File: config.mk
export PLATFORM = sky130hd
export DESIGN_NAME = aimd_fifo_admission_gate_unit
export DESIGN_NICKNAME = d
export VERILOG_FILES = /design/src/hw/rtl/afag_pkg.sv /design/src/hw/rtl/afag_ctrl.sv /design/src/hw/rtl/afag_dp.sv /design/src/hw/rtl/aimd_fifo_admission_gate_unit.sv
export SDC_FILE = /design/constraint.sdc
export NUM_CORES = 1
export LEC_CHECK = 0
export ABC_AREA = 1
export BUFFER_PORTS_ARGS = -buffer_cell sky130_fd_sc_hd__buf_2
export CELL_PAD_IN_SITES_DETAIL_PLACEMENT = 1
export CELL_PAD_IN_SITES_GLOBAL_PLACEMENT = 1
export CORE_MARGIN = 1
export CORE_UTILIZATION = 46
export CTS_CLUSTER_DIAMETER = 80
export DETAILED_ROUTE_END_ITERATION = 8
export PLACE_DENSITY_LB_ADDON = 0.1
export SLEW_MARGIN = 10
export SYNTH_ARGS = -nofsm -noshare
export SYNTH_HDL_FRONTEND = slang
export SYNTH_SLANG_ARGS = --single-unit
File: constraint.sdc
create_clock -name clk -period 10 [get_ports clk]
set_input_delay 0 -clock clk [delete_from_list [all_inputs] [get_ports clk]]
set_output_delay 0 -clock clk [all_outputs]
set_load 0.03 [all_outputs]
File: src/hw/rtl/afag_pkg.sv
// Package for the AIMD admission gate: function and mode codes, register
// indexes and reset values, and the command/status structs between control and datapath.
// Standalone; imported by afag_ctrl, afag_dp and the top level.
package afag_pkg;

  // input word function codes
  localparam logic [1:0] FUNC_TICK  = 2'd0;
  localparam logic [1:0] FUNC_CMPL  = 2'd1;
  localparam logic [1:0] FUNC_POLL  = 2'd2;
  localparam logic [1:0] FUNC_START = 2'd3;

  // cap modes
  localparam logic [1:0] MODE_BASE  = 2'd0;
  localparam logic [1:0] MODE_FIXED = 2'd1;
  localparam logic [1:0] MODE_AIMD  = 2'd2;
  localparam logic [1:0] MODE_OVR   = 2'd3;

  // configuration register indexes
  localparam int unsigned CFG_IDX_W = 3;
  localparam logic [CFG_IDX_W-1:0] CFG_MODE     = 3'd0;
  localparam logic [CFG_IDX_W-1:0] CFG_INIT_CAP = 3'd1;
  localparam logic [CFG_IDX_W-1:0] CFG_CLIENTS  = 3'd2;
  localparam logic [CFG_IDX_W-1:0] CFG_BUDGET   = 3'd3;
  localparam logic [CFG_IDX_W-1:0] CFG_BASELINE = 3'd4;

  // field widths
  localparam int unsigned CFG_DATA_W = 64;
  localparam int unsigned SUM_W      = 64;
  localparam int unsigned OVR_W      = 8;
  localparam int unsigned CLIENT_W   = 5;
  localparam int unsigned SLOT_W     = 6;
  localparam int unsigned FIELD6_W   = 6;
  localparam int unsigned BUDGET_W   = 32;
  localparam int unsigned HOLD_W     = 3;

  // grants per poll limit and its counter width
  localparam int unsigned MAX_OUT = 32;
  localparam int unsigned NOUT_W  = 6;

  // register reset values
  localparam logic [1:0]          MODE_RST     = MODE_FIXED;
  localparam logic [FIELD6_W-1:0] INIT_CAP_RST = 6'd4;
  localparam logic [FIELD6_W-1:0] CLIENTS_RST  = 6'd32;

  // datapath operations issued by the controller
  typedef enum logic [2:0] {
    OP_NONE,
    OP_TICK,
    OP_CMPL,
    OP_START,
    OP_GRANT,
    OP_EMPTY
  } op_t;

  typedef struct packed {
    logic accept;   // input word taken this cycle
    logic fill_wr;  // write one ring entry of the start sweep
    op_t  op;       // state update plus one result word
  } cmd_t;

  typedef struct packed {
    logic out_free;    // output register can take a word this cycle
    logic can_grant;   // poll may grant the head client now
    logic more_after;  // another grant would follow this one
    logic fill_last;   // sweep is at the last client
  } sts_t;

endpackage

File: src/hw/rtl/afag_ctrl.sv
// Controller of the admission gate: sequences tick, completion, poll and start
// words and issues commands to afag_dp. Depends on afag_pkg.
module afag_ctrl import afag_pkg::*; (
  input  logic       clk,
  input  logic       rst_n,
  input  logic       in_valid,
  input  logic [1:0] in_func,
  output logic       in_stall,
  input  sts_t       sts,
  output cmd_t       cmd
);

  typedef enum logic [2:0] {
    S_IDLE,
    S_TICK,
    S_CMPL,
    S_FILL,
    S_START,
    S_POLL,
    S_POLL_WAIT
  } state_t;

  state_t state_r, state_nxt;

  // one word at a time: input is taken only in idle
  assign in_stall = (state_r != S_IDLE);

  // next state and commands
  always_comb begin
    state_nxt   = state_r;
    cmd.accept  = 1'b0;
    cmd.fill_wr = 1'b0;
    cmd.op      = OP_NONE;
    unique case (state_r)
      S_IDLE: begin
        if (in_valid) begin
          cmd.accept = 1'b1;
          unique case (in_func)
            FUNC_TICK:  state_nxt = S_TICK;
            FUNC_CMPL:  state_nxt = S_CMPL;
            FUNC_POLL:  state_nxt = S_POLL;
            FUNC_START: state_nxt = S_FILL;
          endcase
        end
      end
      S_TICK: begin
        if (sts.out_free) begin
          cmd.op    = OP_TICK;
          state_nxt = S_IDLE;
        end
      end
      S_CMPL: begin
        if (sts.out_free) begin
          cmd.op    = OP_CMPL;
          state_nxt = S_IDLE;
        end
      end
      // write clients 0..count-1 into the ring, one a cycle
      S_FILL: begin
        cmd.fill_wr = 1'b1;
        if (sts.fill_last) begin
          state_nxt = S_START;
        end
      end
      S_START: begin
        if (sts.out_free) begin
          cmd.op    = OP_START;
          state_nxt = S_IDLE;
        end
      end
      // one grant per pass; the wait lets the ring read catch up with the head
      S_POLL: begin
        if (sts.out_free) begin
          if (sts.can_grant) begin
            cmd.op    = OP_GRANT;
            state_nxt = sts.more_after ? S_POLL_WAIT : S_IDLE;
          end else begin
            cmd.op    = OP_EMPTY;
            state_nxt = S_IDLE;
          end
        end
      end
      S_POLL_WAIT: state_nxt = S_POLL;
      default:     state_nxt = S_IDLE;
    endcase
  end

  always_ff @(posedge clk) begin
    if (!rst_n) begin
      state_r <= S_IDLE;
    end else begin
      state_r <= state_nxt;
    end
  end

endmodule

File: src/hw/rtl/afag_dp.sv
// Datapath of the admission gate: configuration registers, cap/hold/sum state,
// ready ring memory and the output word register. Depends on afag_pkg.
module afag_dp import afag_pkg::*; #(
  parameter int unsigned MAX_CLIENTS = 32,
  parameter int unsigned HOLD_TICKS  = 4
) (
  input  logic                  clk,
  input  logic                  rst_n,
  // configuration
  input  logic                  cfg_valid,
  output logic                  cfg_ready,
  input  logic [CFG_IDX_W-1:0]  cfg_index,
  input  logic [CFG_DATA_W-1:0] cfg_data,
  // input word fields
  input  logic [SUM_W-1:0]      in_counter_sum,
  input  logic [OVR_W-1:0]      in_override_cap,
  input  logic [CLIENT_W-1:0]   in_client,
  input  logic [SLOT_W-1:0]     in_free_slots,
  // result word
  output logic                  out_valid,
  input  logic                  out_stall,
  output logic                  out_kind,
  output logic [CLIENT_W-1:0]   out_granted_client,
  output logic [FIELD6_W-1:0]   out_current_cap,
  output logic [FIELD6_W-1:0]   out_in_flight,
  output logic [SUM_W-1:0]      out_loss_delta,
  output logic                  out_budget_done,
  output logic                  out_error,
  output logic                  out_last,
  // control
  input  cmd_t                  cmd,
  output sts_t                  sts
);

  localparam int unsigned RING  = MAX_CLIENTS + 1;
  localparam int unsigned PTR_W = $clog2(RING);
  localparam int unsigned CNT_W = PTR_W;
  localparam int unsigned CAP_W = (CNT_W > FIELD6_W) ? CNT_W : FIELD6_W;

  localparam logic [PTR_W-1:0]    RING_LAST = PTR_W'(RING - 1);
  localparam logic [CAP_W-1:0]    CAP_MAX   = CAP_W'(MAX_CLIENTS);
  localparam logic [HOLD_W-1:0]   HOLD_LOAD = HOLD_W'(HOLD_TICKS);
  localparam logic [NOUT_W-1:0]   NOUT_MAX  = NOUT_W'(MAX_OUT);
  localparam logic [BUDGET_W-1:0] GRANT_SAT = '1;

  // configuration registers
  logic [1:0]          mode_r;
  logic [FIELD6_W-1:0] init_cap_r;
  logic [FIELD6_W-1:0] clients_r;
  logic [BUDGET_W-1:0] budget_r;
  logic [SUM_W-1:0]    baseline_r;

  // gate state
  logic [PTR_W-1:0]    head_r, head_nxt;
  logic [PTR_W-1:0]    tail_r, tail_nxt;
  logic [CNT_W-1:0]    ifl_r, ifl_nxt;
  logic [CAP_W-1:0]    adapt_r, adapt_nxt;
  logic [HOLD_W-1:0]   hold_r, hold_nxt;
  logic [SUM_W-1:0]    prev_r, prev_nxt;
  logic [BUDGET_W-1:0] grants_r, grants_nxt;

  // per-word working registers
  logic [SUM_W-1:0]    sum_r;
  logic [SUM_W-1:0]    delta_r;
  logic [OVR_W-1:0]    ovr_r;
  logic [CLIENT_W-1:0] client_r;
  logic [SLOT_W-1:0]   slots_r;
  logic [NOUT_W-1:0]   nout_r;
  logic [PTR_W-1:0]    fill_r;

  // ring memory
  logic [CLIENT_W-1:0] ring_mem [RING];
  logic [CLIENT_W-1:0] rd_data_r;
  logic                mem_we;
  logic [PTR_W-1:0]    mem_wa;
  logic [CLIENT_W-1:0] mem_wd;

  // output register
  logic                out_valid_r;
  logic                kind_nxt, err_nxt, last_nxt, bdone_nxt;
  logic [CLIENT_W-1:0] who_nxt;
  logic [CAP_W-1:0]    cap_out;
  logic [SUM_W-1:0]    delta_out;

  // derived values
  logic [CAP_W-1:0]    ccount, scap, cap_now;
  logic [SUM_W-1:0]    delta_in;
  logic [OVR_W-1:0]    ovr_clamp;
  logic [CAP_W-1:0]    ifl_ext;
  logic [CAP_W:0]      ifl_inc;
  logic [PTR_W-1:0]    head_inc;
  logic [BUDGET_W-1:0] grants_inc;
  logic [NOUT_W-1:0]   nout_inc;
  logic [CAP_W-1:0]    fill_ext;
  logic [CAP_W-1:0]    ifl_out;

  function automatic logic [PTR_W-1:0] ptr_inc(input logic [PTR_W-1:0] p);
    logic [PTR_W-1:0] r;
    r = (p == RING_LAST) ? '0 : p + 1'b1;
    return r;
  endfunction

  function automatic logic [CAP_W-1:0] cap_sel(input logic [1:0] m,
                                               input logic [CAP_W-1:0] cnt,
                                               input logic [CAP_W-1:0] sc,
                                               input logic [CAP_W-1:0] ad);
    logic [CAP_W-1:0] r;
    unique case (m)
      MODE_BASE:  r = cnt;
      MODE_FIXED: r = sc;
      MODE_AIMD:  r = ad;
      MODE_OVR:   r = ad;
    endcase
    return r;
  endfunction

  function automatic logic budget_hit(input logic [BUDGET_W-1:0] g,
                                      input logic [BUDGET_W-1:0] b);
    return (b != '0) && (g >= b);
  endfunction

  assign cfg_ready = 1'b1;

  // client count clamped to 1..MAX_CLIENTS, start cap, cap in force
  always_comb begin
    if (clients_r == '0) begin
      ccount = CAP_W'(1);
    end else if (CAP_W'(clients_r) > CAP_MAX) begin
      ccount = CAP_MAX;
    end else begin
      ccount = CAP_W'(clients_r);
    end
    scap    = (init_cap_r != '0) ? CAP_W'(init_cap_r) : ccount;
    cap_now = cap_sel(mode_r, ccount, scap, adapt_r);
  end

  // counter increase against the recorded sum, taken with the word
  assign delta_in = (in_counter_sum >= prev_r) ? (in_counter_sum - prev_r) : '0;

  // override request clamped to the client count
  assign ovr_clamp = (ovr_r > OVR_W'(ccount)) ? OVR_W'(ccount) : ovr_r;

  assign ifl_ext    = CAP_W'(ifl_r);
  assign ifl_inc    = {1'b0, ifl_ext} + 1'b1;
  assign head_inc   = ptr_inc(head_r);
  assign grants_inc = (grants_r == GRANT_SAT) ? grants_r : grants_r + 1'b1;
  assign nout_inc   = nout_r + 1'b1;
  assign fill_ext   = CAP_W'(fill_r);

  // controller status
  always_comb begin
    sts.out_free  = !out_valid_r || !out_stall;
    sts.can_grant = (nout_r < NOUT_MAX) && (nout_r < NOUT_W'(slots_r)) &&
                    (ifl_ext < cap_now) && (head_r != tail_r) &&
                    !budget_hit(grants_r, budget_r);
    sts.more_after = (nout_inc < NOUT_MAX) && (nout_inc < NOUT_W'(slots_r)) &&
                     (ifl_inc < {1'b0, cap_now}) && (head_inc != tail_r) &&
                     !budget_hit(grants_inc, budget_r);
    sts.fill_last = (fill_ext == ccount - 1'b1);
  end

  // state update and result word for the current operation
  always_comb begin
    head_nxt   = head_r;
    tail_nxt   = tail_r;
    ifl_nxt    = ifl_r;
    adapt_nxt  = adapt_r;
    hold_nxt   = hold_r;
    prev_nxt   = prev_r;
    grants_nxt = grants_r;
    kind_nxt   = 1'b0;
    who_nxt    = '0;
    err_nxt    = 1'b0;
    last_nxt   = 1'b1;
    delta_out  = '0;
    mem_we     = 1'b0;
    mem_wa     = fill_r;
    mem_wd     = fill_ext[CLIENT_W-1:0];
    unique case (cmd.op)
      OP_TICK: begin
        if (mode_r[1]) begin
          delta_out = delta_r;
          prev_nxt  = sum_r;
          if (mode_r == MODE_OVR) begin
            if (ovr_r != '0) begin
              adapt_nxt = CAP_W'(ovr_clamp);
            end
          end else if (delta_r != '0) begin
            adapt_nxt = (adapt_r > CAP_W'(1)) ? (adapt_r >> 1) : CAP_W'(1);
            hold_nxt  = HOLD_LOAD;
          end else if (hold_r != '0) begin
            hold_nxt = hold_r - 1'b1;
          end else if (adapt_r < ccount) begin
            adapt_nxt = adapt_r + 1'b1;
          end
        end
      end
      OP_CMPL: begin
        if (ifl_r == '0) begin
          err_nxt = 1'b1;
        end else begin
          ifl_nxt  = ifl_r - 1'b1;
          tail_nxt = ptr_inc(tail_r);
          mem_we   = 1'b1;
          mem_wa   = tail_r;
          mem_wd   = client_r;
        end
      end
      OP_START: begin
        head_nxt   = '0;
        tail_nxt   = ccount[PTR_W-1:0];
        ifl_nxt    = '0;
        grants_nxt = '0;
        hold_nxt   = '0;
        adapt_nxt  = scap;
        prev_nxt   = baseline_r;
      end
      OP_GRANT: begin
        kind_nxt   = 1'b1;
        who_nxt    = rd_data_r;
        head_nxt   = head_inc;
        ifl_nxt    = ifl_inc[CNT_W-1:0];
        grants_nxt = grants_inc;
        last_nxt   = !sts.more_after;
      end
      OP_EMPTY: begin
        kind_nxt = 1'b0;
      end
      default: begin
        kind_nxt = 1'b0;
      end
    endcase
    if (cmd.fill_wr) begin
      mem_we = 1'b1;
    end
    cap_out   = cap_sel(mode_r, ccount, scap, adapt_nxt);
    ifl_out   = CAP_W'(ifl_nxt);
    bdone_nxt = budget_hit(grants_nxt, budget_r);
  end

  // ring memory: one write port, registered read at the head
  always_ff @(posedge clk) begin
    if (mem_we) begin
      ring_mem[mem_wa] <= mem_wd;
    end
    rd_data_r <= ring_mem[head_r];
  end

  // configuration registers
  always_ff @(posedge clk) begin
    if (!rst_n) begin
      mode_r     <= MODE_RST;
      init_cap_r <= INIT_CAP_RST;
      clients_r  <= CLIENTS_RST;
      budget_r   <= '0;
      baseline_r <= '0;
    end else if (cfg_valid && cfg_ready) begin
      unique case (cfg_index)
        CFG_MODE:     mode_r     <= cfg_data[1:0];
        CFG_INIT_CAP: init_cap_r <= cfg_data[FIELD6_W-1:0];
        CFG_CLIENTS:  clients_r  <= cfg_data[FIELD6_W-1:0];
        CFG_BUDGET:   budget_r   <= cfg_data[BUDGET_W-1:0];
        CFG_BASELINE: baseline_r <= cfg_data;
        default:      ;
      endcase
    end
  end

  // gate state
  always_ff @(posedge clk) begin
    if (!rst_n) begin
      head_r   <= '0;
      tail_r   <= '0;
      ifl_r    <= '0;
      adapt_r  <= CAP_W'(INIT_CAP_RST);
      hold_r   <= '0;
      prev_r   <= '0;
      grants_r <= '0;
    end else begin
      head_r   <= head_nxt;
      tail_r   <= tail_nxt;
      ifl_r    <= ifl_nxt;
      adapt_r  <= adapt_nxt;
      hold_r   <= hold_nxt;
      prev_r   <= prev_nxt;
      grants_r <= grants_nxt;
    end
  end

  // input word latch, poll grant count and fill sweep index
  always_ff @(posedge clk) begin
    if (!rst_n) begin
      nout_r <= '0;
      fill_r <= '0;
    end else if (cmd.accept) begin
      nout_r <= '0;
      fill_r <= '0;
    end else begin
      if (cmd.op == OP_GRANT) begin
        nout_r <= nout_inc;
      end
      if (cmd.fill_wr) begin
        fill_r <= fill_r + 1'b1;
      end
    end
  end

  always_ff @(posedge clk) begin
    if (cmd.accept) begin
      sum_r    <= in_counter_sum;
      delta_r  <= delta_in;
      ovr_r    <= in_override_cap;
      client_r <= in_client;
      slots_r  <= in_free_slots;
    end
  end

  // output word register
  always_ff @(posedge clk) begin
    if (!rst_n) begin
      out_valid_r <= 1'b0;
    end else if (cmd.op != OP_NONE) begin
      out_valid_r <= 1'b1;
    end else if (!out_stall) begin
      out_valid_r <= 1'b0;
    end
  end

  always_ff @(posedge clk) begin
    if (cmd.op != OP_NONE) begin
      out_kind           <= kind_nxt;
      out_granted_client <= who_nxt;
      out_current_cap    <= cap_out[FIELD6_W-1:0];
      out_in_flight      <= ifl_out[FIELD6_W-1:0];
      out_loss_delta     <= delta_out;
      out_budget_done    <= bdone_nxt;
      out_error          <= err_nxt;
      out_last           <= last_nxt;
    end
  end

  assign out_valid = out_valid_r;

endmodule

File: src/hw/rtl/aimd_fifo_admission_gate_unit.sv
// Channel  | Direction | Handshake          | Word
// in_      | input     | in_valid/in_stall  | func, counter_sum, override_cap, client, free_slots
// out_     | output    | out_valid/out_stall| kind, granted_client, current_cap, in_flight,
//          |           |                    | loss_delta, budget_done, error, last
// cfg_     | input     | cfg_valid/cfg_ready| cfg_index, cfg_data
//
// Tick and completion words are accepted, then update the state and issue one result word.
// A poll issues one result word per grant, with a wait state before each further grant
// for the registered read port of the ready ring; a poll with no grant issues one word.
// A start word fills the ring one client per cycle, then issues its result word.
// Reset (rst_n low, synchronous) clears the queue, in-flight and grant counts and
// loads the register defaults. A stalled output holds its word; the next input word is
// taken once the current one has issued all its result words.
// Top level; instantiates afag_ctrl and afag_dp, depends on afag_pkg.
module aimd_fifo_admission_gate_unit import afag_pkg::*; #(
  parameter int unsigned MAX_CLIENTS = 32,
  parameter int unsigned HOLD_TICKS  = 4
) (
  input  logic                  clk,
  input  logic                  rst_n,
  // input words
  input  logic                  in_valid,
  output logic                  in_stall,
  input  logic [1:0]            in_func,
  input  logic [SUM_W-1:0]      in_counter_sum,
  input  logic [OVR_W-1:0]      in_override_cap,
  input  logic [CLIENT_W-1:0]   in_client,
  input  logic [SLOT_W-1:0]     in_free_slots,
  // result words
  output logic                  out_valid,
  input  logic                  out_stall,
  output logic                  out_kind,
  output logic [CLIENT_W-1:0]   out_granted_client,
  output logic [FIELD6_W-1:0]   out_current_cap,
  output logic [FIELD6_W-1:0]   out_in_flight,
  output logic [SUM_W-1:0]      out_loss_delta,
  output logic                  out_budget_done,
  output logic                  out_error,
  output logic                  out_last,
  // configuration writes
  input  logic                  cfg_valid,
  output logic                  cfg_ready,
  input  logic [CFG_IDX_W-1:0]  cfg_index,
  input  logic [CFG_DATA_W-1:0] cfg_data
);

  cmd_t cmd;
  sts_t sts;

  afag_ctrl u_ctrl (
    .clk      (clk),
    .rst_n    (rst_n),
    .in_valid (in_valid),
    .in_func  (in_func),
    .in_stall (in_stall),
    .sts      (sts),
    .cmd      (cmd)
  );

  afag_dp #(
    .MAX_CLIENTS (MAX_CLIENTS),
    .HOLD_TICKS  (HOLD_TICKS)
  ) u_dp (
    .clk                (clk),
    .rst_n              (rst_n),
    .cfg_valid          (cfg_valid),
    .cfg_ready          (cfg_ready),
    .cfg_index          (cfg_index),
    .cfg_data           (cfg_data),
    .in_counter_sum     (in_counter_sum),
    .in_override_cap    (in_override_cap),
    .in_client          (in_client),
    .in_free_slots      (in_free_slots),
    .out_valid          (out_valid),
    .out_stall          (out_stall),
    .out_kind           (out_kind),
    .out_granted_client (out_granted_client),
    .out_current_cap    (out_current_cap),
    .out_in_flight      (out_in_flight),
    .out_loss_delta     (out_loss_delta),
    .out_budget_done    (out_budget_done),
    .out_error          (out_error),
    .out_last           (out_last),
    .cmd                (cmd),
    .sts                (sts)
  );

endmodule
Word-level counts from Yosys, hierarchy flattened
Memory sizes are Yosys's and may differ from the RTL's. A register that Yosys moved wholly into a read port is not among the register bits.
Cells that the tools add are included.
- $add $sub $neg: 11
- $mul: 0
- div/mod/pow operators: 0
- $lt $le $gt $ge: 14
- equal/unequal tests: 35
- shifts and indexed selects: 0
- muxes and demuxes: 60
- bitwise gates (word level): 1
- reduce and logical (&&, ||, !) cells: 46
- operator list (kind ; count):
    one-hot mux 64 bit (2 select lines) ; 1
    >= comparator 32 bit ; 3
    2-to-1 mux 6 bit ; 16
    >= comparator 64 bit ; 1
    2-to-1 mux 64 bit ; 1
    one-hot mux 32 bit (2 select lines) ; 1
    nonzero test 64 bit ; 1
    subtractor 64 bit ; 1
    one-hot mux 6 bit (3 select lines) ; 3
    one-hot mux 6 bit (2 select lines) ; 3
    2-to-1 mux 3 bit ; 11
    adder 32 x 1 -> 32 bit (second input constant) ; 1
    equality test 32 bit (second input constant) ; 1
    2-to-1 mux 32 bit ; 1
    nonzero test 32 bit ; 1
    adder 6 x 1 -> 6 bit (second input constant) ; 5
    less-than comparator 6 bit ; 4
    one-hot mux 3 bit (4 select lines) ; 2
    equality test 3 x 2 -> 1 bit (second input constant) ; 6
    AND reduction 2 bit ; 8
    equality test 3 bit (second input constant) ; 5
    2-to-1 mux 5 bit ; 3
    one-hot mux 3 bit (5 select lines) ; 1
    2-to-1 mux 1 bit ; 14
    33 further kinds ; 73
- register bits after elaboration: 481
- bits in latches: 0
- RAM bits: 165
- bits in read-only memories: 0
- input port bits: 157
- output and inout bits: 88
- word-level logic and storage cells: 197
- memories: 1
- memory list (memory ; depth ; bits a word ; rd ports ; clocked after Yosys merged registers in ; wr ports ; RTL line ; text):
    u_dp.ring_mem ; 33 ; 5 ; 1 ; 1 ; 1 ; afag_dp.sv:72 ; logic [CLIENT_W-1:0] ring_mem [RING];

Depth between registers and ports, before layout
- depth in word-level cells: 17
- mapped depth: 31
- depth with buffers taken out: 29

Modules after synthesis
From an unflattened synthesis, not the netlist that was laid out.
- cell total of the unflattened synthesis: 4230
- area total of the unflattened synthesis: 35061.1 um^2
- by module, submodules not included (module ; times used ; cells each ; area an instance (um^2) ; sequential area each (um^2)):
    afag_dp ; 1 ; 4175 ; 34752.1 ; 16946.3
    afag_ctrl ; 1 ; 55 ; 309.0 ; 60.1

Worst setup path after synthesis
Ideal clock, no wire load.
- path type: register to register
- from: register u_ctrl.state_r[0]
- to: register u_dp.client_r[0], enable pin
- setup time: 0.656 ns
- arrival time: 6.993 ns
- required time: 9.344 ns
- setup slack: 2.351 ns
- cell stages (with the launch flop): 6
- buffers on the path: 0
- clock period less this slack: 7.649 ns
- cells stage by stage: dfxtp_1 nor2_1 inv_1 nor2_1 inv_1 nor2_1
- RTL lines (item ; RTL line ; text):
    start: declaration ; afag_ctrl.sv:23 ; state_t state_r, state_nxt;
    start signal: assignment ; afag_ctrl.sv:92 ; state_r <= state_nxt;
    end signal: assignment ; afag_dp.sv:313 ; client_r <= in_client;
    end: declaration ; afag_dp.sv:66 ; logic [CLIENT_W-1:0] client_r;

Worst setup path in the final report
- from: register u_dp.clients_r[5]
- to: register u_dp.out_budget_done, data pin
- cells in the longest elaborated chain, start to end: 16
- elaborated cells on any way between the ends: 18
- classes of those cells: 3 x order compare; 2 x eq/ne; 8 x mux; 5 x reduce/logical
- RTL lines (item ; RTL line ; text):
    start: declaration ; afag_dp.sv:49 ; logic [FIELD6_W-1:0] clients_r;
    start signal: assignment ; afag_dp.sv:261 ; CFG_CLIENTS: clients_r <= cfg_data[FIELD6_W-1:0];
    greater-than comparator 6 bit ; afag_dp.sv:128 ; end else if (CAP_W'(clients_r) > CAP_MAX) begin
    2-to-1 mux 6 bit ; afag_dp.sv:128 ;
    2-to-1 mux 6 bit * ; afag_dp.sv:126 ; if (clients_r == '0) begin
    2-to-1 mux 6 bit ; afag_dp.sv:133 ; scap = (init_cap_r != '0) ? CAP_W'(init_cap_r) : ccount;
    one-hot mux 6 bit (3 select lines) * ; afag_dp.sv:108 ; unique case (m)
    less-than comparator 6 bit * ; afag_dp.sv:154 ; (ifl_ext < cap_now) && (head_r != tail_r) &&
    logical AND 1 bit * ; afag_dp.sv:153 ; sts.can_grant = (nout_r < NOUT_MAX) && (nout_r < NOUT_W'(slots_r)) &&
    logical AND 1 bit * (2 in a row) ; afag_dp.sv:154 ;
    2-to-1 mux 1 bit * ; afag_ctrl.sv:74 ; if (sts.can_grant) begin
    2-to-1 mux 3 bit * ; afag_ctrl.sv:73 ; if (sts.out_free) begin
    one-hot mux 3 bit (4 select lines) * ; afag_ctrl.sv:34 ; unique case (state_r)
    equality test 3 bit or equality test 3 x 2 -> 1 bit (tied branches) ; afag_dp.sv:179 ; unique case (cmd.op)
    one-hot mux 32 bit (2 select lines) * ; afag_dp.sv:179 ;
    net u_dp.grants_nxt[31] ; afag_dp.sv:60 ; logic [BUDGET_W-1:0] grants_r, grants_nxt;
    >= comparator 32 bit * ; afag_dp.sv:119 ; return (b != '0) && (g >= b);
    logical AND 1 bit * ; afag_dp.sv:119 ;
    net u_dp.bdone_nxt ; afag_dp.sv:80 ; logic kind_nxt, err_nxt, last_nxt, bdone_nxt;
    end signal: assignment ; afag_dp.sv:336 ; out_budget_done <= bdone_nxt;
    end: declaration ; afag_dp.sv:27 ; output logic out_budget_done,
Mark *: on every way through the listed nets, which the timed path passes. The rest lies on a longest branch.
A chain may end at the register's enable or synchronous reset.

==> metrics.md <==
| Metric | Value |
|---|---|
| Unrepaired setup endpoints after global routing | false |
| Max-cap violations | 0 |
| Slew Limit Fails | 0 |
| Dpl cell area | between 30000 and 40000 um2 |
| First-pass DRT Iterations | 5 |
| Pwr Density | about 220 nW/um2 |
| Iter 0 DRT Violations | around 1800 |
| WHS | just under 0.08 ns |
| Area grow syn2layout | 17.9% |
| Post-Syn Area | 34600 um2 |
| Mean area per synthesized cell | 8.37 um2 |
| DR vias/cell | approximately 5.5 |
| Core box area | approximately 74000 um2 |
| WL per Instance | roughly 21 um |
| Cts bufs inserted | 74 |
| Worst EP arrival | roughly 5.8 ns |
| First-pass GRT wire length | 183000 um |
| Clock root buffer | clkbuf_16 |
| Top_reg_cell synth | edfxtp_1 |
| Layout fillers | slightly below 9000 |
| Clock sinks | 651 |
| YS warnings | 0 |
| Final hold violations | 0 |
| HPWL Detailed | 82400 um |
| Share of cells above drive strength 1 | 0.0980 |
| Fin area | 40800 um2 |
| Cells after synthesis | a little over 4000 |
| Cts repair resizes | 0 |
| Post-synth ARST share | 0 |
| Vias | a little over 30000 |
| Fin crit period | 5.26 ns |
| Drc violations | 0 |
| Register area share after synthesis | 0.491 |
| Grt ovf | 0 |
| Initial antenna violation count | 0 |
| Clk pin slew, worst setup/hold paths | 0.06 ns |
| Final setup vio count | 0 |
| # rows | 100 |
| GPL Wtd Cong | 0.905 |
| Antenna viol nets, final | 0 |
| Nets | 4866 |
| Commonest non-fill, non-tap cell in the layout | nand2_1 |
| H-tree level count | 3 |
| Critical path endpoint category | register |
| CP required | 10.51 ns |
| Final period util | 0.526 |
| Die height | approximately 280 um |
| Most frequent cells in the layout | 803 x nand2_1, 561 x nor2_1, 493 x inv_1 |
| Netlist cell types | 59 |
| Setup Crit Path Kind | register to register |
| Leakage | ~17 nW |
| Hold Crit Class | input pin to register |
| Port-buffer cells | 243 |
| Largest net degree at the start of global routing | 98 |
| GRT Overall Usage | 0.304 |
| Setup crit start kind | register |
| Clk_lat worst skew | between 0.6 and 0.7 ns |
| Status | completed |
| Vias in the first global route | 32000 |
| Max Clk Rate | ~190 MHz |
| Width of the die | 276 um |
| TritonCTS clock tree | done |
| DRT Wirelength | 117000 um |
| # diodes | 0 |
| Worst vdd ir | 0.161 mV |
| IO Count | 245 |
| Longest Clk Path Bufs | 3 |
| Setup TNS | 0 ns |
| Worst-margin pin slew | 1.20 ns |
| Seq cells post-synth | roughly 650 |
| CP max FO | 47 |
| Clock skew | between 0.02 and 0.025 ns |
| Post-synth EDFFs | 397 |
| Full die area | 76400 um2 |
| Initial core utilization | 0.465 |
| Slew headroom | 0.201 |
| R2r setup slk | 4.74 ns |
| Syn Nets | 4504 |
## routing by layer
metal,GRT usage,wire (um)
met5,0,0
met4,0.113,4410
met3,0.0386,4940
met2,0.519,56700
met1,0.393,51200
## flip-flops by register name (all words and copies together), names as in the netlist, 8 cells and up
name                 count
u_dp.baseline_r         64
u_dp.grants_r           32
u_dp.ring_mem          165
u_dp.delta_r            64
u_dp.out_loss_delta     64
u_dp.sum_r              64
u_dp.ovr_r               8
u_dp.budget_r           32
u_dp.prev_r             64
## logic make-up (layout without fill, tap and decap cells)
kind of cell | Yosys count | count (layout) | share of synthesized area
and+or+nand+nor | 1643 | 1643 | 0.194
other | 1 | 1 | 0.000108
buffers and inverters | 656 | 1078 | 0.0738
AOI/OAI and AO/OA | 877 | 877 | 0.140
muxes | 1 | 1 | 0.000289
xor gates and xnor gates | 102 | 102 | 0.0260
DFF | 651 | 651 | 0.491
adders and majority gates | 208 | 208 | 0.0753
## critical path, stage by stage, from the launching register on
cell and delay, ns:
dfxtp_1 0.41, inv_2 0.14, nand2_1 0.22, inv_1 0.14, a21oi_1 0.20, or2_2 0.13
o21ai_0 0.09, a21oi_1 0.23, ha_1 0.30, a41oi_1 0.17, nand3_1 0.09, a21oi_1 0.21
nand3_1 0.16, nor2_4 0.12, buf_4 0.54, nand2_1 0.15, nand2_1 0.10, ha_1 0.14
nand2_1 0.08, inv_1 0.06, nand3_1 0.09, nor3_1 0.27, nor4b_1 0.64, nand4_1 0.20
nand3_1 0.14, nand2_1 0.05, inv_1 0.05
## cell usage after synthesis (all sizes together), types with 7 or more instances
| cell | number | share of area |
|---|---|---|
| a211oi | 8 | 0.0017 |
| a21o | 13 | 0.0028 |
| a21oi | 295 | 0.043 |
| a31oi | 81 | 0.015 |
| buf | 42 | 0.0073 |
| clkbuf | 102 | 0.011 |
| dfxtp | 254 | 0.15 |
| edfxtp | 397 | 0.34 |
| ha | 207 | 0.075 |
| inv | 509 | 0.055 |
| nand2 | 810 | 0.088 |
| nand3 | 111 | 0.016 |
| nand4 | 49 | 0.0088 |
| nor2 | 573 | 0.063 |
| nor3 | 49 | 0.0075 |
| nor4 | 40 | 0.0076 |
| o211ai | 13 | 0.0028 |
| o21a | 9 | 0.0019 |
| o21ai | 379 | 0.055 |
| o21bai | 13 | 0.0033 |
| o221ai | 21 | 0.0053 |
| o22ai | 30 | 0.0054 |
| or2 | 7 | 0.0013 |
| xnor2 | 24 | 0.0061 |
| xor2 | 78 | 0.020 |
## metrics by stage
stage,instances,total power [W],util,setup WS [ns]
2_1_floorplan,4139,0.00521,-,2.35
3_3_place_gp,5235,0.00589,0.493,5.10
3_5_place_dp,5235,0.00598,0.493,4.86
4_1_cts,5530,0.00893,0.549,4.82
5_1_grt,5530,0.00928,0.549,4.30
6_report,5530,0.00890,0.549,4.74
## final timing paths
| path | startpoint | to | depth (start not counted) |
|---|---|---|---|
| hold reg to reg | u_dp.ring_mem[32][4] | u_dp.rd_data_r[4] | 2 |
| setup / recovery | u_dp.clients_r[5] | u_dp.out_budget_done | 26 |
| setup reg to reg | u_dp.clients_r[5] | u_dp.out_budget_done | 26 |
| hold / removal | rst_n | u_dp.adapt_r[2] | 2 |
## final cells by class
class,count,area (um2),share of cell area
clock buffer,96,1970,0.0483
clock inverter,40,574,0.0141
inverter,512,1920,0.0471
multi-input combinational,2832,15100,0.370
sequential,651,17000,0.416
tap,969,1210,0.0297
timing repair buffer,430,3020,0.0740
## where the power goes
| group | total, W | switching [W] | leakage (nW) | internal [W] |
|---|---|---|---|---|
| Combinational | 0.00232 | 0.00169 | 10.2 | 0.000637 |
| Sequential | 0.00370 | 0.000245 | 5.75 | 0.00345 |
| Clock | 0.00288 | 0.00118 | 1.25 | 0.00170 |
## repair_timing
| item | 4_1_cts | 5_1_grt |
|---|---|---|
| setup endpoints to repair | 0 | 0 |
| hold buffers | 159 | 0 |
| setup buffers | 0 | 0 |
| endpoints found under the hold margin | 217 | 0 |
No activity file was read; power rests on OpenSTA's default activity.
